**config.mk**
```make
export PLATFORM = sky130hd
export DESIGN_NAME = sample_mean_and_stddev_core
export DESIGN_NICKNAME = d
export VERILOG_FILES = /design/src/sv/smsd_pkg.sv /design/src/sv/smsd_front.sv /design/src/sv/smsd_queue.sv /design/src/sv/smsd_back.sv /design/src/sv/sample_mean_and_stddev_core.sv
export SDC_FILE = /design/constraint.sdc
export NUM_CORES = 2
export LEC_CHECK = 0
export BUFFER_PORTS_ARGS = -buffer_cell sky130_fd_sc_hd__buf_2
export CORE_MARGIN = 2
export CORE_UTILIZATION = 31
export CTS_CLUSTER_DIAMETER = 30
export DETAILED_ROUTE_END_ITERATION = 6
export PLACE_DENSITY = 0.53
export SLEW_MARGIN = 10
export SYNTH_ARGS = -nofsm -noshare
export SYNTH_HDL_FRONTEND = slang
export SYNTH_SLANG_ARGS = --single-unit
```
**constraint.sdc**
```tcl
create_clock -name clk -period 13.05 [get_ports clk]
set_input_delay 1.9575 -clock clk [delete_from_list [all_inputs] [get_ports clk]]
set_output_delay 1.9575 -clock clk [all_outputs]
set_load 0.005 [all_outputs]
```
**src/sv/smsd_pkg.sv**
```systemverilog
`timescale 1ns / 1ps
package smsd_pkg;
  localparam int MAX_SAMPLES = 4096;
  localparam int SAMPLE_W = 24;
  localparam int COUNT_W = 13;
  localparam int SUM_W = 36;
  localparam int SQ_W = 60;

  typedef struct packed {
    logic [COUNT_W-1:0]     count;
    logic signed [SUM_W-1:0] sum;
    logic [SQ_W-1:0]        sumsq;
    logic                   overflow;
  } smsd_set_t;

  typedef enum logic [2:0] {
    ST_IDLE, ST_MUL_SQ, ST_MUL_NQ, ST_SQRT, ST_DIV_SD, ST_DIV_MEAN, ST_OUT
  } smsd_state_t;
endpackage

```
**src/sv/smsd_front.sv**
```systemverilog
`timescale 1ns / 1ps
module smsd_front import smsd_pkg::*; (
  input  logic                clk,
  input  logic                rst_n,
  input  logic                accept,
  input  logic [SAMPLE_W-1:0] sample,
  input  logic                last,
  output logic                push,
  output smsd_set_t           push_data
);
  logic [COUNT_W-1:0]      count_r, count_nxt;
  logic signed [SUM_W-1:0] sum_r, sum_nxt;
  logic [SQ_W-1:0]         sq_r, sq_nxt;
  logic                    drop_r, drop_nxt;
  logic signed [2*SAMPLE_W-1:0] sq_term;

  assign sq_term = $signed(sample) * $signed(sample);

  always_comb begin
    count_nxt = count_r;
    sum_nxt   = sum_r;
    sq_nxt    = sq_r;
    drop_nxt  = drop_r;
    if (count_r < COUNT_W'(MAX_SAMPLES)) begin
      count_nxt = count_r + COUNT_W'(1);
      sum_nxt   = sum_r + SUM_W'($signed(sample));
      sq_nxt    = sq_r + SQ_W'($unsigned(sq_term));
    end else begin
      drop_nxt = 1'b1;
    end
  end

  assign push = accept && last;
  assign push_data = '{count: count_nxt, sum: sum_nxt, sumsq: sq_nxt, overflow: drop_nxt};

  always_ff @(posedge clk) begin
    if (!rst_n || push) begin
      count_r <= '0;
      sum_r   <= '0;
      sq_r    <= '0;
      drop_r  <= 1'b0;
    end else if (accept) begin
      count_r <= count_nxt;
      sum_r   <= sum_nxt;
      sq_r    <= sq_nxt;
      drop_r  <= drop_nxt;
    end
  end
endmodule

```
**src/sv/smsd_queue.sv**
```systemverilog
`timescale 1ns / 1ps
module smsd_queue import smsd_pkg::*; (
  input  logic      clk,
  input  logic      rst_n,
  input  logic      push,
  input  smsd_set_t push_data,
  input  logic      pop,
  output smsd_set_t head,
  output logic      empty,
  output logic      full
);
  smsd_set_t   mem_r [2];
  logic        wptr_r, rptr_r;
  logic [1:0]  fill_r;

  assign empty = (fill_r == 2'd0);
  assign full  = (fill_r == 2'd2);
  assign head  = mem_r[rptr_r];

  always_ff @(posedge clk) begin
    if (push) mem_r[wptr_r] <= push_data;
  end

  always_ff @(posedge clk) begin
    if (!rst_n) begin
      wptr_r <= 1'b0;
      rptr_r <= 1'b0;
      fill_r <= 2'd0;
    end else begin
      if (push) wptr_r <= ~wptr_r;
      if (pop)  rptr_r <= ~rptr_r;
      fill_r <= fill_r + 2'(push) - 2'(pop);
    end
  end
endmodule

```
**src/sv/smsd_back.sv**
```systemverilog
`timescale 1ns / 1ps
module smsd_back import smsd_pkg::*; (
  input  logic        clk,
  input  logic        rst_n,
  input  logic        q_empty,
  input  smsd_set_t   q_head,
  output logic        pop,
  output logic        out_valid,
  input  logic        out_ready,
  output logic [31:0] mean,
  output logic [31:0] stddev,
  output logic [COUNT_W-1:0] count,
  output logic        overflow
);
  localparam int PW = 72;
  localparam int RW = 88;
  localparam int QW = 44;

  smsd_state_t state_r, state_nxt;
  logic [5:0]  cnt_r, cnt_nxt;
  logic [PW-1:0] mul_a_r, mul_a_nxt, acc_r, acc_nxt, s2_r, s2_nxt;
  logic [SQ_W-1:0] mul_b_r, mul_b_nxt;
  logic [RW-1:0] rad_r, rad_nxt;
  logic [46:0] rem_r, rem_nxt, rem_sh, trial;
  logic [QW-1:0] root_r, root_nxt, dq_r, dq_nxt;
  logic [13:0] drem_r, drem_nxt, drem_sh;
  logic [COUNT_W-1:0] n_r, n_nxt;
  logic neg_r, neg_nxt, ovf_r, ovf_nxt;
  logic [SUM_W-1:0] mag_r, mag_nxt;
  logic [SQ_W-1:0] q_r, q_nxt;
  logic [31:0] mean_r, mean_nxt, sd_r, sd_nxt;
  logic [PW-1:0] acc_step, diff;
  logic [46:0] rem_step;
  logic [QW-1:0] root_step, dq_step;
  logic [13:0] drem_step;

  always_comb begin
    acc_step = mul_b_r[0] ? acc_r + mul_a_r : acc_r;
    diff     = acc_step - s2_r;
    rem_sh   = {rem_r[44:0], rad_r[RW-1 -: 2]};
    trial    = {1'b0, root_r, 2'b01};
    if (rem_sh >= trial) begin
      rem_step  = rem_sh - trial;
      root_step = {root_r[QW-2:0], 1'b1};
    end else begin
      rem_step  = rem_sh;
      root_step = {root_r[QW-2:0], 1'b0};
    end
    drem_sh = {drem_r[12:0], dq_r[QW-1]};
    if (drem_sh >= {1'b0, n_r}) begin
      drem_step = drem_sh - {1'b0, n_r};
      dq_step   = {dq_r[QW-2:0], 1'b1};
    end else begin
      drem_step = drem_sh;
      dq_step   = {dq_r[QW-2:0], 1'b0};
    end
  end

  always_comb begin
    state_nxt = state_r;
    cnt_nxt = cnt_r - 6'd1;
    mul_a_nxt = mul_a_r;  mul_b_nxt = mul_b_r;  acc_nxt = acc_r;  s2_nxt = s2_r;
    rad_nxt = rad_r;  rem_nxt = rem_r;  root_nxt = root_r;
    dq_nxt = dq_r;  drem_nxt = drem_r;
    n_nxt = n_r;  neg_nxt = neg_r;  ovf_nxt = ovf_r;  mag_nxt = mag_r;  q_nxt = q_r;
    mean_nxt = mean_r;  sd_nxt = sd_r;
    pop = 1'b0;
    case (state_r)
      ST_IDLE: begin
        cnt_nxt = cnt_r;
        if (!q_empty) begin
          pop = 1'b1;
          n_nxt = q_head.count;
          q_nxt = q_head.sumsq;
          ovf_nxt = q_head.overflow;
          neg_nxt = q_head.sum[SUM_W-1];
          mag_nxt = q_head.sum[SUM_W-1] ? SUM_W'(-q_head.sum) : SUM_W'(q_head.sum);
          mul_a_nxt = PW'(mag_nxt);
          mul_b_nxt = SQ_W'(mag_nxt);
          acc_nxt = '0;
          cnt_nxt = 6'(SUM_W);
          state_nxt = ST_MUL_SQ;
        end
      end
      ST_MUL_SQ: begin
        acc_nxt = acc_step;
        mul_a_nxt = mul_a_r << 1;
        mul_b_nxt = mul_b_r >> 1;
        if (cnt_r == 6'd1) begin
          s2_nxt = acc_step;
          mul_a_nxt = PW'(q_r);
          mul_b_nxt = SQ_W'(n_r);
          acc_nxt = '0;
          cnt_nxt = 6'(COUNT_W);
          state_nxt = ST_MUL_NQ;
        end
      end
      ST_MUL_NQ: begin
        acc_nxt = acc_step;
        mul_a_nxt = mul_a_r << 1;
        mul_b_nxt = mul_b_r >> 1;
        if (cnt_r == 6'd1) begin
          rad_nxt = {diff, 16'd0};
          rem_nxt = '0;
          root_nxt = '0;
          cnt_nxt = 6'(RW / 2);
          state_nxt = ST_SQRT;
        end
      end
      ST_SQRT: begin
        rad_nxt = rad_r << 2;
        rem_nxt = rem_step;
        root_nxt = root_step;
        if (cnt_r == 6'd1) begin
          dq_nxt = root_step;
          drem_nxt = '0;
          cnt_nxt = 6'(QW);
          state_nxt = ST_DIV_SD;
        end
      end
      ST_DIV_SD: begin
        dq_nxt = dq_step;
        drem_nxt = drem_step;
        if (cnt_r == 6'd1) begin
          sd_nxt = (dq_step[QW-1:32] != '0) ? '1 : dq_step[31:0];
          dq_nxt = {mag_r[QW-9:0], 8'd0};
          drem_nxt = '0;
          cnt_nxt = 6'(QW);
          state_nxt = ST_DIV_MEAN;
        end
      end
      ST_DIV_MEAN: begin
        dq_nxt = dq_step;
        drem_nxt = drem_step;
        if (cnt_r == 6'd1) begin
          mean_nxt = neg_r ? -dq_step[31:0] : dq_step[31:0];
          state_nxt = ST_OUT;
        end
      end
      ST_OUT: begin
        cnt_nxt = cnt_r;
        if (out_ready) state_nxt = ST_IDLE;
      end
      default: state_nxt = ST_IDLE;
    endcase
  end

  always_ff @(posedge clk) begin
    if (!rst_n) begin
      state_r <= ST_IDLE;
      cnt_r   <= '0;
    end else begin
      state_r <= state_nxt;
      cnt_r   <= cnt_nxt;
    end
  end

  always_ff @(posedge clk) begin
    mul_a_r <= mul_a_nxt;  mul_b_r <= mul_b_nxt;  acc_r <= acc_nxt;  s2_r <= s2_nxt;
    rad_r <= rad_nxt;  rem_r <= rem_nxt;  root_r <= root_nxt;
    dq_r <= dq_nxt;  drem_r <= drem_nxt;
    n_r <= n_nxt;  neg_r <= neg_nxt;  ovf_r <= ovf_nxt;  mag_r <= mag_nxt;  q_r <= q_nxt;
    mean_r <= mean_nxt;  sd_r <= sd_nxt;
  end

  assign out_valid = (state_r == ST_OUT);
  assign mean = mean_r;
  assign stddev = sd_r;
  assign count = n_r;
  assign overflow = ovf_r;
endmodule

```
**src/sv/sample_mean_and_stddev_core.sv**
```systemverilog
`timescale 1ns / 1ps
// Mean and population standard deviation of sets of signed 24-bit samples, a set ending
// at the transaction with in_tlast high. The accumulator takes one sample per clock
// while in_tready is high; finished sets wait in a two-entry queue for the back end,
// which works through one set at a time (a load, 36 + 13 shift-add multiply steps,
// 44 square root steps and two 44-step restoring divisions, then the output) and
// holds its result while out_tready is low. When sets arrive faster than the back
// end finishes them, the queue fills and in_tready drops until the back end catches up.
module sample_mean_and_stddev_core import smsd_pkg::*; (
  input  logic        clk,
  input  logic        rst_n,
  input  logic        in_tvalid,
  output logic        in_tready,
  input  logic [23:0] in_tdata,   // [23:0] sample
  input  logic        in_tlast,
  output logic        out_tvalid,
  input  logic        out_tready,
  output logic [79:0] out_tdata,  // [31:0] mean_fixed, [63:32] stddev_fixed, [76:64] count
  output logic        out_tuser   // [0] overflow
);
  logic      accept, push, pop, q_empty, q_full;
  smsd_set_t push_data, q_head;
  logic [31:0] mean, stddev;
  logic [COUNT_W-1:0] count;

  assign in_tready = !q_full;
  assign accept = in_tvalid && in_tready;

  smsd_front u_front (
    .clk, .rst_n, .accept, .sample(in_tdata), .last(in_tlast), .push, .push_data
  );

  smsd_queue u_queue (
    .clk, .rst_n, .push, .push_data, .pop, .head(q_head), .empty(q_empty), .full(q_full)
  );

  smsd_back u_back (
    .clk, .rst_n, .q_empty, .q_head, .pop, .out_valid(out_tvalid), .out_ready(out_tready),
    .mean, .stddev, .count, .overflow(out_tuser)
  );

  assign out_tdata = {3'd0, count, stddev, mean};
endmodule

```
After elaboration in Yosys (flattened, before gate mapping)
Memories as Yosys holds them, arrays and structs flattened. A register that Yosys moved wholly into a read port is not among the register bits.
Index checks and enable logic that the tools add are counted.
{ "op_classes": {"add_sub_neg": 12, "n_mul": 1, "muxes": 50, "eq_ne": 15, "bitwise_logic": 4, "reduce_logical": 21, "order_cmp": 3} }
{ "ops": {"columns": ["op", "n"], "rows": [
  ["$pmux W72 S3", 2],
  ["$mux W72", 5],
  ["$pmux W60 S3", 1],
  ["$pmux W88 S2", 1],
  ["$mux W44", 3],
  ["$pmux W44 S3", 1],
  ["$mux W60", 2],
  ["$mux W45", 2],
  ["$pmux W45 S2", 1],
  ["$mux W88", 1],
  ["$pmux W44 S2", 1],
  ["$add A72 B72 Y72", 1],
  ["$mux W36", 2],
  ["$sub A72 B72 Y72", 1],
  ["$add A60 B48 Y60", 1],
  ["$mux W59", 1],
  ["$mux W13", 4],
  ["$mul A24 B24 Y48", 1],
  ["$ge A47 B46 Y1", 1],
  ["$sub A45 B45 Y45", 1],
  ["$pmux W13 S3", 1],
  ["$add A36 B24 Y36", 1],
  ["$neg A36 Y36", 1],
  ["$mux W32", 1],
  ["32 further kinds", 69]
]} }
{ "totals": {"input_bits": 29, "reg_bits": 808, "elab_cells": 132, "mem_count": 1, "ram_bits": 220, "out_inout_bits": 83} }
{ "memory_table": {"columns": ["name", "words", "word_bits", "read_ports", "rd_clocked_by_memory_dff", "write_ports", "line_no", "rtl"], "rows": [
  ["u_queue.mem_r", 2, 110, 1, 1, 1, "smsd_queue.sv:12", "smsd_set_t mem_r [2];"]
]} }

Depth between registers and ports, before layout
{ "logic_depth": {"word_depth": 6, "ltp_mapped": 42, "mapped_depth_nobuf": 39} }

Hierarchy
From an unflattened synthesis, not the netlist that was laid out.
{ "hier_totals": {"hier_cells": 7257, "area_unflattened_um2": 75154.6} }
{ "by_module_without_submodules": {"columns": ["module", "instances", "area_per_inst_um2", "seq_area_each_um2", "cells_per_inst"], "rows": [
  ["smsd_back", 1, 37977.7, 19548.7, 3510],
  ["smsd_front", 1, 28941.5, 2202.1, 3378],
  ["smsd_queue", 1, 8199.1, 6706.4, 363],
  ["sample_mean_and_stddev_core", 1, 36.3, 0.0, 6]
]} }

Worst setup path after synthesis
No wires, ideal clock.
{ "synth_path": {"path_type": "input to register", "from": "in in_tdata[23]", "to": "mem u_queue.mem_r[0][52] (netlist bit) (data pin)", "required_time_ns": 12.786, "path_slack_ns": 1.803, "n_path_buf": 4, "t_arrival_ns": 10.984, "stages": 34, "setup_time_ns": 0.264, "cell_sequence": "clkbuf_1 > clkbuf_1 > nand2_1 > inv_1 > fa_1 > fa_1 > inv_1 > fa_1 > inv_1 > fa_1 > fa_1 > fa_1 > inv_1 > fa_1 > inv_1 > ha_1 > clkbuf_1 > a21o_1 > a21oi_1 > nand2_1 > a2111oi_0 > nor3_1 > a2111oi_0 > xnor2_1 > ha_1 > and4_1 > and3_1 > a31oi_1 > or3_1 > a311o_1 > clkbuf_1 > nor2_1 > nand2_1 > xnor2_1"} }
{ "synth_rtl": {"columns": ["item", "line_no", "rtl"], "rows": [
  ["start: declaration", "sample_mean_and_stddev_core.sv:14", "input logic [23:0] in_tdata,"],
  ["end: declaration", "smsd_queue.sv:12", null]
]} }

==> tab_implementation.tex <==
\begin{tabular}{lr}
\hline
Metric & Value \\
\hline
\multicolumn{2}{l}{\textbf{Outcome}} \\
Run status & finished clean \\
\multicolumn{2}{l}{\textbf{Die}} \\
Effective utilization at floorplan & 31.10\% \\
\# rows & 181 \\
Die Wd & 497.3 um \\
Area of the die & 0.2473 mm2 \\
Top-level port count & 112 \\
Core area & 0.2425 mm2 \\
Floorplan die height & 497.3 um \\
\multicolumn{2}{l}{\textbf{Synthesis}} \\
Top-count cell post-synth & inv\_1 \\
Total standard cell area after synthesis & 0.07544 mm2 \\
Synth area leader & edfxtp\_1 \\
Sequential-to-total area share from yosys stat & 37.72\% \\
Number of synthesized flops with an enable pin & 865 \\
Most common flop cell mapped by yosys & edfxtp\_1 \\
Fraction of synthesized cell area taken by the top area cell type & 34.43\% \\
Top post-synthesis cells by count & inv\_1 (954), edfxtp\_1 (865), nand2\_1 (641), fa\_1 (564), nor2\_1 (510) \\
Number of standard cells after synthesis & 7396 \\
Synth async-reset ratio & 0\% \\
Library cells used by synthesis & 95 \\
Count of state elements after synthesis & 989 \\
Yosys synthesis warning count & 0 \\
Leading cell types by total area after synthesis & edfxtp\_1 (34\%), fa\_1 (15\%), ha\_1 (7.4\%) \\
Per-instance average area after synthesis & 10.20 um2 \\
\multicolumn{2}{l}{\textbf{Critical path}} \\
Longest individual stage delay on the worst path & 870 ps \\
Data arrival time at the worst-slack endpoint & 11920 ps \\
Crit. Startpoint & in\_tdata[23] \\
Critical path's most frequent cell & fa\_1 \\
Worst reg2reg path startpoint & u\_back.mul\_a\_r[1] \\
Category of the worst setup path capture point & flop \\
Cell with the largest stage delay on the worst path & fa\_1 \\
Crit path launch type & input pin \\
CP Class & input pin to flop \\
Required time of the critical path & 13580 ps \\
Max Fanout on Critical Path & 39 \\
\multicolumn{2}{l}{\textbf{Clock network}} \\
Count of cells resized by post-cts repair & 0 \\
Insertion delay to the later sink of the worst-skew pair & 850 ps \\
CTS H-Tree Depth & 4 \\
Post-CTS repair timing setup buffer count & 0 \\
\# hold bufs at CTS & 0 \\
Worst-case clock buffer depth & 3 \\
Clock net sink count & 989 \\
Register clock-pin slew on the reported worst setup and hold paths & 50 ps \\
Root buf cell & clkbuf\_16 \\
Clock tree from TritonCTS & done \\
Number of clock buffers inserted by TritonCTS & 218 \\
\multicolumn{2}{l}{\textbf{Global routing}} \\
Via count of the first global-routing pass & 54500 \\
Global-route wire length before repair & 315000 um \\
Number of antenna violations at the first check in global routing & 5 \\
Maximum number of pins on one net before global-route repair & 103 \\
Total Routing Usage GR & 15.96\% \\
Total grt overflow & 0 \\
\multicolumn{2}{l}{\textbf{Drt}} \\
Number of routed nets with antenna violations & 0 \\
Via density & 4.970 \\
1st-iter DRT viols & 3836 \\
Number of iterations in the first detailed-routing pass & 6 \\
Vias after detailed routing & 54020 \\
DRC violations left & 0 \\
Wire length per cell & 18.46 um \\
Total Routed Length & 200600 um \\
\multicolumn{2}{l}{\textbf{Final layout}} \\
Final Net Count & 8513 \\
Synthesis-to-finish area growth & 15.36\% \\
Fraction of layout cells with a size suffix above 1 & 10.28\% \\
\multicolumn{2}{l}{\textbf{Run}} \\
Max Cap Viol & 0 \\
\multicolumn{2}{l}{\textbf{STA}} \\
Finish-stage setup viols & 0 \\
Number of pins exceeding their max-slew limit in the final report & 0 \\
Max Freq & 87.79 MHz \\
Final critical path time including I/O delays and setup & 11390 ps \\
Final Hold Viols & 0 \\
Slew of the pin with the lowest slew margin & 1133 ps \\
Fin crit share & 87.28\% \\
Setup repair after global routing missed its margin & no \\
Post-route clock skew & 70.24 ps \\
Setup TNS & 0 ps \\
Relative slew slack & 24.49\% \\
\multicolumn{2}{l}{\textbf{Placement}} \\
Routability-driven placement congestion ratio & 0.8773 \\
Detailed-placement wirelength estimate & 150400 um \\
Number of port buffers & 108 \\
\multicolumn{2}{l}{\textbf{Worst hold path}} \\
Type of the worst min-delay path & flop to flop \\
Critical hold path startpoint & u\_front.sum\_r[0] \\
\hline
\end{tabular}
[sequential cells by signal, summed over array words and instances, names as in the netlist, 32 cells and up, named ones only]
register / flops
u_back.acc_r: 72
u_back.rad_r: 72
u_front.sq_r: 60
u_back.mag_r: 36
u_queue.mem_r: 220
u_back.mean: 32
u_back.stddev: 32
u_back.s2_r: 72
u_back.rem_r: 45
u_front.sum_r: 36
u_back.root_r: 44
u_back.mul_a_r: 72
u_back.q_r: 60
u_back.dq_r: 44
u_back.mul_b_r: 36
[cell families after synthesis]
kind of cell / share of synthesized area (%)
AND/OR/NAND/NOR: 12.37
AO/OA/AOI/OAI: 13.18
buffers and inverters: 6.359
adder cells (fa/ha/maj): 22.36
flip-flops: 37.72
XOR/XNOR: 4.778
multiplexers: 3.219
other: 0.004971
[metal layers]
layer  up-vias  GRT usage, %  routed length (um)
li1      25780             -                   -
met1     26700         23.06               96760
met2      1239         24.60               89490
met3       301         2.384                9399
met4         2         4.755                4969
met5         -             0                  13
[metrics by stage]
step                      hold WS, ps  area [um2]  util, %  cells  worst slack (ps)
after floorplan                 428.5       75450        -   7398              1803
after global placement          446.9       79350    32.72  10460             804.2
after detailed placement        458.1       79350    32.72  10460             823.6
after CTS                       471.1       87000    35.87  10870              1665
after global routing            486.5       87030    35.88  10870              1009
final                           467.1       87030    35.88  10870              1660
[layout by cell type (no fill, tap or decap), types with 50 or more instances in the layout]
| master | synthesis | layout |
|---|---|---|
| nor2b_1 | 52 | 51 |
| nor2_1 | 510 | 505 |
| nand3_1 | 98 | 97 |
| xor2_1 | 146 | 146 |
| nand2b_1 | 57 | 57 |
| and3_1 | 52 | 51 |
| a21o_1 | 208 | 208 |
| nor3_1 | 104 | 104 |
| clkbuf_16 | 0 | 220 |
| ha_1 | 445 | 445 |
| and2_1 | 224 | 222 |
| inv_1 | 954 | 954 |
| fa_1 | 564 | 564 |
| edfxtp_1 | 865 | 865 |
| o21bai_1 | 67 | 67 |
| mux2i_1 | 84 | 84 |
| o21ai_0 | 296 | 295 |
| nand2_1 | 641 | 637 |
| mux2_2 | 141 | 141 |
| buf_2 | 12 | 108 |
| a221o_1 | 54 | 54 |
| nand4_1 | 76 | 76 |
| xnor2_1 | 263 | 263 |
| dfxtp_1 | 124 | 122 |
| a21oi_1 | 462 | 461 |
| or2_2 | 50 | 50 |
| buf_4 | 3 | 58 |
[critical path: cells and delay by family]
| family | cells | cell delay (ps) |
|---|---|---|
| compound gates | 7 | 2290 |
| xor+xnor | 2 | 300 |
| fa+ha+maj | 9 | 4840 |
| buf+inv | 8 | 1560 |
| simple gates | 6 | 900 |
[final cells by class]
| type | count | area, um2 |
|---|---|---|
| Clock inverter | 172 | 2042 |
| Clock buffer | 239 | 5607 |
| Antenna cell | 1 | 2.502 |
| Multi-Input combinational cell | 5142 | 42310 |
| Timing Repair Buffer | 167 | 1003 |
| Fill cell | 24050 | 155500 |
| Sequential cell | 989 | 28460 |
| Tap cell | 3202 | 4006 |
| Inverter | 957 | 3592 |
[worst paths after layout]
kind | to | slack [ps] | cells after the start
setup / recovery | u_queue.mem_r[0][60] | 1660 | 32
hold reg to reg | u_front.sum_r[0] | 470 | 2
hold / removal | u_front.sum_r[0] | 470 | 2
setup reg to reg | u_back.rad_r[87] | 5950 | 23
Power is left out: the tool's default activity adds up to more than one toggle a clock period on the data nets, which glitch-free logic cannot reach.
